[src/rtl/lgpc_pkg.sv]
// ----------------------------------------------------------------------------
// lgpc_pkg: shared types and constants of the linear gradient pixel color block
// Frame size, fixed-point widths, reciprocal constants for the position
// divide and the codes of the fill modes and configuration registers.
// ----------------------------------------------------------------------------
package lgpc_pkg;

	// integer square root, only evaluated at elaboration
	function automatic longint unsigned isqrt(input longint unsigned n);
		longint unsigned rem;
		longint unsigned res;
		longint unsigned bitv;
		rem  = n;
		res  = 0;
		bitv = 64'h4000_0000_0000_0000;
		while (bitv > rem)
			bitv = bitv >> 2;
		while (bitv != 0) begin
			if (rem >= res + bitv) begin
				rem = rem - (res + bitv);
				res = (res >> 1) + bitv;
			end else begin
				res = res >> 1;
			end
			bitv = bitv >> 2;
		end
		return res;
	endfunction

	// frame size
	localparam int unsigned WIDTH  = 320;
	localparam int unsigned HEIGHT = 240;

	// port widths
	localparam int unsigned PX_W       = 9;
	localparam int unsigned PY_W       = 8;
	localparam int unsigned COLOR_W    = 16;
	localparam int unsigned DIR_W      = 16;
	localparam int unsigned CFG_IDX_W  = 3;
	localparam int unsigned CFG_DATA_W = 16;

	// position t, unsigned Q0.16 with one extra bit for 1.0
	localparam int unsigned T_FRAC = 16;
	localparam int unsigned T_W    = T_FRAC + 1;
	localparam int unsigned T_ONE  = 1 << T_FRAC;
	localparam int unsigned T_HALF = 1 << (T_FRAC - 1);

	// projection products and sum (signed)
	localparam int unsigned PDX_W  = PX_W + 1 + DIR_W;
	localparam int unsigned PDY_W  = PY_W + 1 + DIR_W;
	localparam int unsigned PROJ_W = PDX_W + 1;

	// numerator scaling: vertical/horizontal use 2^16, diagonal 2^10 (Q.14 over Q.8)
	localparam int unsigned P_VH = 16;
	localparam int unsigned P_D  = 10;

	// diagonal length in Q.8
	localparam longint unsigned DIAG =
		isqrt((longint'(WIDTH) * WIDTH + longint'(HEIGHT) * HEIGHT) << 16);

	// smallest operand value that makes t reach 1.0 in each mode
	localparam longint unsigned LIM_V = HEIGHT;
	localparam longint unsigned LIM_H = WIDTH;
	localparam longint unsigned LIM_D = DIAG << (P_VH - P_D);

	// reciprocal shifts and multipliers: q0 = (v * R) >> S, off by at most one
	localparam int unsigned S_V = $clog2(LIM_V);
	localparam int unsigned S_H = $clog2(LIM_H);
	localparam int unsigned S_D = $clog2(LIM_D);
	localparam longint unsigned R_V = (longint'(1) << (S_V + P_VH)) / HEIGHT;
	localparam longint unsigned R_H = (longint'(1) << (S_H + P_VH)) / WIDTH;
	localparam longint unsigned R_D = (longint'(1) << (S_D + P_D)) / DIAG;

	// datapath widths of the divide
	localparam int unsigned V_W    = S_D;
	localparam int unsigned R_W    = 17;
	localparam int unsigned PROD_W = V_W + R_W;
	localparam int unsigned SH_W   = $clog2(PROD_W);
	localparam int unsigned C_W    = $clog2(DIAG + 1);
	localparam int unsigned NUM_W  = (V_W + P_VH > T_W + C_W) ? V_W + P_VH : T_W + C_W;

	// color channel widths and interpolation product widths
	localparam int unsigned RB_W  = 5;
	localparam int unsigned G_W   = 6;
	localparam int unsigned MRB_W = T_W + 1 + RB_W + 1;
	localparam int unsigned MG_W  = T_W + 1 + G_W + 1;

	typedef enum logic [1:0] {
		MODE_SOLID = 2'd0,
		MODE_VERT  = 2'd1,
		MODE_HORIZ = 2'd2,
		MODE_DIAG  = 2'd3
	} fill_mode_t;

	typedef enum logic [CFG_IDX_W-1:0] {
		REG_FILL_MODE   = 3'd0,
		REG_THREE_STOPS = 3'd1,
		REG_SOLID_COLOR = 3'd2,
		REG_STOP_0      = 3'd3,
		REG_STOP_1      = 3'd4,
		REG_STOP_2      = 3'd5,
		REG_DIR_X       = 3'd6,
		REG_DIR_Y       = 3'd7
	} cfg_reg_t;

	localparam logic signed [DIR_W-1:0] DIR_X_RESET = 16'sd16384;

endpackage

[src/rtl/linear_gradient_pixel_color.sv]
// ----------------------------------------------------------------------------
// linear_gradient_pixel_color: RGB565 background color of one pixel
// Six-stage pipeline: projection, position divide by reciprocal with one
// correction step, clamp, stop select and per-channel interpolation.
// ----------------------------------------------------------------------------
// Usage
//   Input channel: pixel_x/pixel_y with in_valid, in_stall. A request is taken
//   at a rising edge with in_valid high and in_stall low.
//   Output channel: pixel_color with out_valid, out_stall, same rule.
//   Config port: cfg_we, cfg_index, cfg_data; a register is written at each
//   edge with cfg_we high. Write only while the pipeline is empty.
//   Throughput: one pixel per clock while out_stall is low; every
//   stage is a plain register and the slowest stage holds one 23x17
//   multiply (the reciprocal of the divide).
//   Stall: each stage advances when it is empty or the next one advances, so
//   bubbles close up; in_stall rises only when all six stages hold a pixel
//   and out_stall is high. Nothing is dropped or repeated.
//   Reset: arst_n clears all valid bits and loads the register defaults
//   (solid mode, black, direction along +x, two stops).
// ----------------------------------------------------------------------------
module linear_gradient_pixel_color (
	input  logic                                  clk,
	input  logic                                  arst_n,
	input  logic                                  in_valid,
	output logic                                  in_stall,
	input  logic [lgpc_pkg::PX_W-1:0]             pixel_x,
	input  logic [lgpc_pkg::PY_W-1:0]             pixel_y,
	output logic                                  out_valid,
	input  logic                                  out_stall,
	output logic [lgpc_pkg::COLOR_W-1:0]          pixel_color,
	input  logic                                  cfg_we,
	input  logic [lgpc_pkg::CFG_IDX_W-1:0]        cfg_index,
	input  logic [lgpc_pkg::CFG_DATA_W-1:0]       cfg_data
);

	// configuration registers
	lgpc_pkg::fill_mode_t                  fill_mode_q;
	logic                                  three_stops_q;
	logic [lgpc_pkg::COLOR_W-1:0]          solid_color_q;
	logic [lgpc_pkg::COLOR_W-1:0]          stop0_q;
	logic [lgpc_pkg::COLOR_W-1:0]          stop1_q;
	logic [lgpc_pkg::COLOR_W-1:0]          stop2_q;
	logic signed [lgpc_pkg::DIR_W-1:0]     dir_x_q;
	logic signed [lgpc_pkg::DIR_W-1:0]     dir_y_q;

	// stage valid bits and advance enables
	logic vld_s1, vld_s2, vld_s3, vld_s4, vld_s5, vld_s6;
	logic adv_1, adv_2, adv_3, adv_4, adv_5, adv_6;

	// stage 1
	logic [lgpc_pkg::PX_W-1:0]             px_s1;
	logic [lgpc_pkg::PY_W-1:0]             py_s1;
	logic signed [lgpc_pkg::PDX_W-1:0]     pdx_s1;
	logic signed [lgpc_pkg::PDY_W-1:0]     pdy_s1;
	// stage 2
	logic [lgpc_pkg::V_W-1:0]              v_s2;
	logic                                  sat_s2;
	logic                                  zero_s2;
	// stage 3
	logic [lgpc_pkg::V_W-1:0]              v_s3;
	logic [lgpc_pkg::T_W-1:0]              q0_s3;
	logic                                  sat_s3;
	logic                                  zero_s3;
	// stage 4
	logic [lgpc_pkg::T_W-1:0]              t_s4;
	// stage 5
	logic [lgpc_pkg::T_W-1:0]              tt_s5;
	logic [lgpc_pkg::RB_W-1:0]             ar_s5;
	logic [lgpc_pkg::G_W-1:0]              ag_s5;
	logic [lgpc_pkg::RB_W-1:0]             ab_s5;
	logic signed [lgpc_pkg::RB_W:0]        dr_s5;
	logic signed [lgpc_pkg::G_W:0]         dg_s5;
	logic signed [lgpc_pkg::RB_W:0]        db_s5;
	// stage 6
	logic [lgpc_pkg::COLOR_W-1:0]          color_s6;

	// combinational stage logic
	logic signed [lgpc_pkg::PROJ_W-1:0]    proj;
	logic [lgpc_pkg::V_W-1:0]              v_nx;
	logic                                  sat_nx;
	logic                                  zero_nx;
	logic [lgpc_pkg::PROD_W-1:0]           prod;
	logic [lgpc_pkg::R_W-1:0]              r_sel;
	logic [lgpc_pkg::SH_W-1:0]             sh_sel;
	logic [lgpc_pkg::C_W-1:0]              c_sel;
	logic [lgpc_pkg::NUM_W-1:0]            num;
	logic [lgpc_pkg::NUM_W-1:0]            chk;
	logic [lgpc_pkg::T_W-1:0]              t_nx;
	logic [lgpc_pkg::T_W-1:0]              tt_nx;
	logic [lgpc_pkg::COLOR_W-1:0]          lo_c;
	logic [lgpc_pkg::COLOR_W-1:0]          hi_c;
	logic signed [lgpc_pkg::MRB_W-1:0]     mr;
	logic signed [lgpc_pkg::MG_W-1:0]      mg;
	logic signed [lgpc_pkg::MRB_W-1:0]     mb;
	logic [lgpc_pkg::RB_W-1:0]             cr;
	logic [lgpc_pkg::G_W-1:0]              cg;
	logic [lgpc_pkg::RB_W-1:0]             cb;

	// configuration writes
	always_ff @(posedge clk or negedge arst_n) begin
		if (!arst_n) begin
			fill_mode_q   <= lgpc_pkg::MODE_SOLID;
			three_stops_q <= 1'b0;
			solid_color_q <= '0;
			stop0_q       <= '0;
			stop1_q       <= '0;
			stop2_q       <= '0;
			dir_x_q       <= lgpc_pkg::DIR_X_RESET;
			dir_y_q       <= '0;
		end else if (cfg_we) begin
			unique case (lgpc_pkg::cfg_reg_t'(cfg_index))
				lgpc_pkg::REG_FILL_MODE:   fill_mode_q   <= lgpc_pkg::fill_mode_t'(cfg_data[1:0]);
				lgpc_pkg::REG_THREE_STOPS: three_stops_q <= cfg_data[0];
				lgpc_pkg::REG_SOLID_COLOR: solid_color_q <= cfg_data;
				lgpc_pkg::REG_STOP_0:      stop0_q       <= cfg_data;
				lgpc_pkg::REG_STOP_1:      stop1_q       <= cfg_data;
				lgpc_pkg::REG_STOP_2:      stop2_q       <= cfg_data;
				lgpc_pkg::REG_DIR_X:       dir_x_q       <= $signed(cfg_data);
				lgpc_pkg::REG_DIR_Y:       dir_y_q       <= $signed(cfg_data);
			endcase
		end
	end

	// a stage moves when it is empty or its successor moves
	assign adv_6     = !vld_s6 || !out_stall;
	assign adv_5     = !vld_s5 || adv_6;
	assign adv_4     = !vld_s4 || adv_5;
	assign adv_3     = !vld_s3 || adv_4;
	assign adv_2     = !vld_s2 || adv_3;
	assign adv_1     = !vld_s1 || adv_2;
	assign in_stall  = !adv_1;
	assign out_valid = vld_s6;

	always_ff @(posedge clk or negedge arst_n) begin
		if (!arst_n) begin
			vld_s1 <= 1'b0;
			vld_s2 <= 1'b0;
			vld_s3 <= 1'b0;
			vld_s4 <= 1'b0;
			vld_s5 <= 1'b0;
			vld_s6 <= 1'b0;
		end else begin
			if (adv_1) vld_s1 <= in_valid;
			if (adv_2) vld_s2 <= vld_s1;
			if (adv_3) vld_s3 <= vld_s2;
			if (adv_4) vld_s4 <= vld_s3;
			if (adv_5) vld_s5 <= vld_s4;
			if (adv_6) vld_s6 <= vld_s5;
		end
	end

	// stage 1: projection products
	always_ff @(posedge clk) begin
		if (adv_1) begin
			px_s1  <= pixel_x;
			py_s1  <= pixel_y;
			pdx_s1 <= $signed({1'b0, pixel_x}) * dir_x_q;
			pdy_s1 <= $signed({1'b0, pixel_y}) * dir_y_q;
		end
	end

	// stage 2: operand select, saturation and non-positive detect
	always_comb begin
		proj    = lgpc_pkg::PROJ_W'(pdx_s1) + lgpc_pkg::PROJ_W'(pdy_s1);
		v_nx    = lgpc_pkg::V_W'(px_s1);
		sat_nx  = 1'b0;
		zero_nx = 1'b0;
		unique case (fill_mode_q)
			lgpc_pkg::MODE_VERT: begin
				v_nx   = lgpc_pkg::V_W'(py_s1);
				sat_nx = 32'(py_s1) >= lgpc_pkg::HEIGHT;
			end
			lgpc_pkg::MODE_DIAG: begin
				v_nx    = lgpc_pkg::V_W'($unsigned(proj));
				zero_nx = proj[lgpc_pkg::PROJ_W-1] || (proj == '0);
				sat_nx  = !zero_nx &&
					($unsigned(proj) >= lgpc_pkg::PROJ_W'(lgpc_pkg::LIM_D));
			end
			lgpc_pkg::MODE_HORIZ, lgpc_pkg::MODE_SOLID: begin
				v_nx   = lgpc_pkg::V_W'(px_s1);
				sat_nx = 32'(px_s1) >= lgpc_pkg::WIDTH;
			end
		endcase
	end

	always_ff @(posedge clk) begin
		if (adv_2) begin
			v_s2    <= v_nx;
			sat_s2  <= sat_nx;
			zero_s2 <= zero_nx;
		end
	end

	// stage 3: reciprocal multiply, quotient estimate
	always_comb begin
		unique case (fill_mode_q)
			lgpc_pkg::MODE_VERT: begin
				r_sel  = lgpc_pkg::R_W'(lgpc_pkg::R_V);
				sh_sel = lgpc_pkg::SH_W'(lgpc_pkg::S_V);
			end
			lgpc_pkg::MODE_DIAG: begin
				r_sel  = lgpc_pkg::R_W'(lgpc_pkg::R_D);
				sh_sel = lgpc_pkg::SH_W'(lgpc_pkg::S_D);
			end
			lgpc_pkg::MODE_HORIZ, lgpc_pkg::MODE_SOLID: begin
				r_sel  = lgpc_pkg::R_W'(lgpc_pkg::R_H);
				sh_sel = lgpc_pkg::SH_W'(lgpc_pkg::S_H);
			end
		endcase
		prod = lgpc_pkg::PROD_W'(v_s2) * lgpc_pkg::PROD_W'(r_sel);
	end

	always_ff @(posedge clk) begin
		if (adv_3) begin
			v_s3    <= v_s2;
			q0_s3   <= lgpc_pkg::T_W'(prod >> sh_sel);
			sat_s3  <= sat_s2;
			zero_s3 <= zero_s2;
		end
	end

	// stage 4: one-step quotient correction and clamp
	always_comb begin
		unique case (fill_mode_q)
			lgpc_pkg::MODE_VERT: begin
				c_sel = lgpc_pkg::C_W'(lgpc_pkg::HEIGHT);
				num   = lgpc_pkg::NUM_W'(v_s3) << lgpc_pkg::P_VH;
			end
			lgpc_pkg::MODE_DIAG: begin
				c_sel = lgpc_pkg::C_W'(lgpc_pkg::DIAG);
				num   = lgpc_pkg::NUM_W'(v_s3) << lgpc_pkg::P_D;
			end
			lgpc_pkg::MODE_HORIZ, lgpc_pkg::MODE_SOLID: begin
				c_sel = lgpc_pkg::C_W'(lgpc_pkg::WIDTH);
				num   = lgpc_pkg::NUM_W'(v_s3) << lgpc_pkg::P_VH;
			end
		endcase
		chk = (lgpc_pkg::NUM_W'(q0_s3) + lgpc_pkg::NUM_W'(1)) * lgpc_pkg::NUM_W'(c_sel);
		priority if (sat_s3) begin
			t_nx = lgpc_pkg::T_W'(lgpc_pkg::T_ONE);
		end else if (zero_s3) begin
			t_nx = '0;
		end else begin
			t_nx = q0_s3 + lgpc_pkg::T_W'(num >= chk);
		end
	end

	always_ff @(posedge clk) begin
		if (adv_4) t_s4 <= t_nx;
	end

	// stage 5: stop pair select and channel differences
	always_comb begin
		tt_nx = t_s4;
		lo_c  = stop0_q;
		hi_c  = stop1_q;
		if (three_stops_q) begin
			if (t_s4 < lgpc_pkg::T_W'(lgpc_pkg::T_HALF)) begin
				tt_nx = t_s4 << 1;
			end else begin
				tt_nx = (t_s4 - lgpc_pkg::T_W'(lgpc_pkg::T_HALF)) << 1;
				lo_c  = stop1_q;
				hi_c  = stop2_q;
			end
		end
	end

	always_ff @(posedge clk) begin
		if (adv_5) begin
			tt_s5 <= tt_nx;
			ar_s5 <= lo_c[15:11];
			ag_s5 <= lo_c[10:5];
			ab_s5 <= lo_c[4:0];
			dr_s5 <= $signed({1'b0, hi_c[15:11]}) - $signed({1'b0, lo_c[15:11]});
			dg_s5 <= $signed({1'b0, hi_c[10:5]}) - $signed({1'b0, lo_c[10:5]});
			db_s5 <= $signed({1'b0, hi_c[4:0]}) - $signed({1'b0, lo_c[4:0]});
		end
	end

	// stage 6: start + floor(t * diff) within the stop range, or the solid color
	always_comb begin
		mr = $signed({1'b0, tt_s5}) * dr_s5;
		mg = $signed({1'b0, tt_s5}) * dg_s5;
		mb = $signed({1'b0, tt_s5}) * db_s5;
		cr = ar_s5 + lgpc_pkg::RB_W'(mr >>> lgpc_pkg::T_FRAC);
		cg = ag_s5 + lgpc_pkg::G_W'(mg >>> lgpc_pkg::T_FRAC);
		cb = ab_s5 + lgpc_pkg::RB_W'(mb >>> lgpc_pkg::T_FRAC);
	end

	always_ff @(posedge clk) begin
		if (adv_6) begin
			if (fill_mode_q == lgpc_pkg::MODE_SOLID) begin
				color_s6 <= solid_color_q;
			end else begin
				color_s6 <= {cr, cg, cb};
			end
		end
	end

	assign pixel_color = color_s6;

	// back-pressure only reaches the input with a full pipeline
	a_stall_full: assert property (@(posedge clk) disable iff (!arst_n)
		in_stall |-> (vld_s1 && vld_s2 && vld_s3 && vld_s4 && vld_s5 && vld_s6 && out_stall))
		else $error("input stalled with room in the pipeline");

	// an accepted request always lands in stage 1
	a_accept_s1: assert property (@(posedge clk) disable iff (!arst_n)
		(in_valid && !in_stall) |=> vld_s1)
		else $error("accepted request lost at stage 1");

	// clamped position never exceeds one
	a_t_range: assert property (@(posedge clk) disable iff (!arst_n)
		vld_s4 |-> (t_s4 <= lgpc_pkg::T_W'(lgpc_pkg::T_ONE)))
		else $error("position above 1.0");

	// stop-local position never exceeds one
	a_tt_range: assert property (@(posedge clk) disable iff (!arst_n)
		vld_s5 |-> (tt_s5 <= lgpc_pkg::T_W'(lgpc_pkg::T_ONE)))
		else $error("stop position above 1.0");

endmodule

[config.mk]
export PLATFORM = sky130hd
export DESIGN_NAME = linear_gradient_pixel_color
export DESIGN_NICKNAME = d
export VERILOG_FILES = /design/src/rtl/lgpc_pkg.sv /design/src/rtl/linear_gradient_pixel_color.sv
export SDC_FILE = /design/constraint.sdc
export NUM_CORES = 2
export LEC_CHECK = 0
export ABC_AREA = 1
export BUFFER_PORTS_ARGS = -buffer_cell sky130_fd_sc_hd__buf_4
export CAP_MARGIN = 40
export CORE_UTILIZATION = 55
export DETAILED_ROUTE_END_ITERATION = 12
export PLACE_DENSITY = 0.78
export SLEW_MARGIN = 20
export SYNTH_ARGS = -nofsm -noshare
export SYNTH_HDL_FRONTEND = slang
export SYNTH_SLANG_ARGS = --single-unit
[constraint.sdc]
create_clock -name clk -period 8.95 [get_ports clk]
set_clock_uncertainty 0.15 [all_clocks]
set_input_delay 0.895 -clock clk [delete_from_list [all_inputs] [get_ports clk]]
set_output_delay 0.895 -clock clk [all_outputs]
set_load 0.005 [all_outputs]
==> flow_metrics.py <==
metrics = {
    "die": {
        "initial_core_util_pct": 55.8,
        "core-area_um2": 92200,
        "ioPinCount": 59,
        "die_y_um": 308,
        "dieArea_um2": 94800,
        "die_w_um": 308,
        "num_rows": 111,
    },
    "timing": {
        "tightest_slew_ps": 828,
        "finalCritPeriodShare_pct": 95.1,
        "drv_slew": 0,
        "setup_violations": 0,
        "final-hold-violation-count": 0,
        "fin_crit_ps": 8510,
        "max_freq_ghz": 0.117,
        "relSlewSlack_pct": 44.3,
    },
    "critical_path": {
        "r2r-start": "q0_s3[1]",
        "cp.arrival_ps": 8700,
        "critPathSlowestCell": "fa_1",
        "cp.required_ps": 9140,
        "startpoint_type": "register",
        "worstPathMaxFanout": 4,
        "crit_end": "t_s4[16]",
        "worstSetupPathType": "reg2reg",
        "r2r_setup_slack_ps": 440,
        "r2r_end": "t_s4[16]",
        "reg2reg_depth": 49,
        "startpoint": "q0_s3[1]",
        "cp-end-kind": "register",
        "cpPeakStageDelay_ps": 510,
        "cp_common_cell": "inv_1",
    },
    "route": {
        "antenna_left": 0,
        "dr.pass1.iters": 8,
        "dr_wl_met3_um": 9490,
        "route.vias.total": 39631,
        "drc_errors": 0,
        "wl_met2_um": 60300,
        "top_layer": "met5",
        "first_iter_violations": 2963,
        "wl_met1_um": 53700,
        "wire_per_inst_um": 17.2,
        "via_per_inst": 5.31,
        "wl_um": 128000,
    },
    "yosys": {
        "synth.ff_latch_count": 325,
        "synth_area_per_cell_um2": 8.31,
        "yosysSeqAreaShare_pct": 17.9,
        "synth_nets": 7605,
        "syn_inst": 6194,
        "ys_warn_count": 0,
        "ys.flop_type": "edfxtp_1",
        "synthArstFlopShare_pct": 32.3,
        "synth_area_um2": 51500,
        "yosys.cell_types.count": 64,
        "synth-edff-count": 220,
    },
    "grt": {
        "antenna_found_initial": 5,
        "grt_pass1_wl_um": 210000,
        "overflow": 0,
        "grtUsageTotal_pct": 28.1,
        "grt_max_degree": 74,
        "grt_pass1_vias": 41028,
    },
    "layout": {
        "finalInstanceArea_um2": 55200,
        "nFillCells": 8072,
        "drive_gt1_share_pct": 5.07,
        "nNetsFinal": 7592,
        "synthToLayoutAreaGrowth_pct": 7.25,
    },
    "clock_tree": {
        "cts-root-buf": "clkbuf_16",
        "cts.sinks": 325,
        "cts_buffers": 40,
        "path_clk_slew_ps": 70,
        "cts_tree": "yes",
        "cts_max_path_buffers": 3,
        "htree_num_levels": 2,
        "clk_latency_ps": 590,
        "hold_buffers": 0,
    },
    "job": {
        "cap_violations": 0,
    },
    "placement": {
        "place_congestion": 0.995,
        "place_area_um2": 53300,
        "port_buffers": 58,
        "dpl.hpwl_um": 105000,
    },
    "run_status": {
        "status": "completed",
    },
    "min_path": {
        "holdCritPathClass": "in2async",
    },
}
[cell type report]
| class | instances | area [µm²] | share of cell area (%) |
|---|---|---|---|
| Multi-Input combinational cell | 4128 | 36100 | 65.4 |
| Sequential cell | 325 | 9240 | 16.7 |
| Inverter | 1543 | 5790 | 10.5 |
| Tap cell | 1243 | 1560 | 2.82 |
| Timing Repair Buffer | 143 | 1150 | 2.09 |
| Clock buffer | 45 | 1040 | 1.88 |
| Clock inverter | 28 | 305 | 0.553 |
| Antenna cell | 3 | 7.51 | 0.0136 |
[flip-flops by register name (all words and copies together) (netlist names), 17 cells and up]
name and count:
q0_s3 17, pdx_s1 26, pdy_s1 25, t_s4 17
v_s3 23, tt_s5 17, v_s2 23
[layout by cell type, fill, tap and decap left out, types with 5 or more instances in the layout]
| master | count |
|---|---|
| dfrtp_1 | 103 |
| a31oi_1 | 16 |
| nor3_1 | 22 |
| nand2_1 | 1337 |
| nand3b_1 | 8 |
| nand2_2 | 8 |
| xor2_1 | 105 |
| a21oi_2 | 10 |
| o211ai_1 | 17 |
| clkinvlp_4 | 6 |
| buf_8 | 5 |
| xnor2_1 | 63 |
| edfxtp_1 | 220 |
| buf_4 | 134 |
| nand3_1 | 137 |
| o21a_1 | 5 |
| ha_1 | 589 |
| a21o_1 | 21 |
| ha_4 | 12 |
| a221oi_1 | 5 |
| o21bai_1 | 12 |
| fa_1 | 764 |
| nand4_1 | 43 |
| nor4_1 | 7 |
| clkinv_1 | 6 |
| clkbuf_16 | 40 |
| clkinv_2 | 5 |
| nor2_1 | 362 |
| nor2_2 | 12 |
| o21ai_0 | 239 |
| o21ai_1 | 16 |
| nor2_4 | 7 |
| or2_2 | 8 |
| a21oi_1 | 230 |
| a211oi_1 | 7 |
| inv_2 | 10 |
| inv_1 | 1531 |
[worst min path at each step]
stage / from / endpoint / slack, ps / cells after the start
floorplan: sat_s2 / sat_s3 / 250 / 0
global placement: sat_s2 / sat_s3 / 250 / 0
detailed placement: zero_s2 / zero_s3 / 260 / 0
CTS: arst_n / dir_y_q[2] / 100 / 1
global route: arst_n / dir_y_q[2] / 140 / 1
finish: arst_n / stop0_q[13] / 120 / 1
[kinds of logic (layout without fill, tap and decap cells)]
family	after synthesis	in the layout	share of synthesized area [%]
simple gates	1971	1971	15.3
buf+inv	1741	1759	12.7
fa+ha+maj	1370	1370	44.5
compound gates	609	609	6.48
flops	325	325	17.9
xor+xnor	172	172	2.94
mux	6	6	0.124
other cells	0	3	0
[routing by layer]
layer	GRT usage (%)	up-vias
met1	37.8	19277
li1	-	18767
met3	4.59	251
met4	10.0	4
met2	46.0	1332
met5	0	-
[metrics by stage]
stage	std cells	TNS, ps	setup WS [ps]	hold WS (ps)	util (%)
final	7458	0	436	124	59.8
after global routing	7455	-284	-67.0	136	59.8
after CTS	7445	0	49.2	104	59.3
after detailed placement	7371	-102	-75.4	260	57.8
after global placement	7365	0	84.6	254	57.7
after floorplan	6194	0	540	250	-
[timing repair]
| action | in CTS | in global routing |
|---|---|---|
| pin swaps | 0 | 27 |
| resized for setup | 2 | 82 |
| setup buffers | 1 | 7 |
| setup endpoints to repair | 3 | 13 |
[synth_stat cells (all sizes together), types with 2 or more instances]
| library cell | count | share of area, % |
|---|---|---|
| nand3 | 140 | 1.4 |
| a221oi | 5 | 0.085 |
| a31o | 2 | 0.034 |
| nor2 | 382 | 2.9 |
| nor4 | 9 | 0.11 |
| o21ai | 259 | 2.5 |
| o21bai | 13 | 0.19 |
| xor2 | 108 | 1.8 |
| fa | 765 | 30 |
| a31oi | 16 | 0.19 |
| o211ai | 17 | 0.25 |
| inv | 1542 | 11 |
| mux2i | 3 | 0.058 |
| dfrtp | 104 | 5.1 |
| a21o | 21 | 0.31 |
| a22oi | 2 | 0.029 |
| o21a | 5 | 0.073 |
| edfxtp | 220 | 13 |
| a211oi | 7 | 0.10 |
| buf | 22 | 0.17 |
| ha | 605 | 15 |
| xnor2 | 64 | 1.1 |
| a21boi | 5 | 0.073 |
| nand4 | 43 | 0.52 |
| clkbuf | 176 | 1.3 |
| o31ai | 3 | 0.044 |
| or2 | 11 | 0.13 |
| a21oi | 241 | 2.4 |
| a311oi | 2 | 0.034 |
| nor3 | 27 | 0.29 |
| nand3b | 8 | 0.12 |
| nand2 | 1347 | 9.9 |
| mux2 | 3 | 0.066 |
| o221ai | 3 | 0.051 |
[critical path, delay by kind of cell (launching register included)]
| family | cells | cell delay, ps |
|---|---|---|
| compound gates | 4 | 750 |
| fa+ha+maj | 11 | 3710 |
| xor+xnor | 1 | 60 |
| buf+inv | 11 | 780 |
| simple gates | 22 | 2380 |
| flops | 1 | 400 |
Power is left out: the tool's default activity adds up to more than one toggle a clock period on the data nets, which glitch-free logic cannot reach.
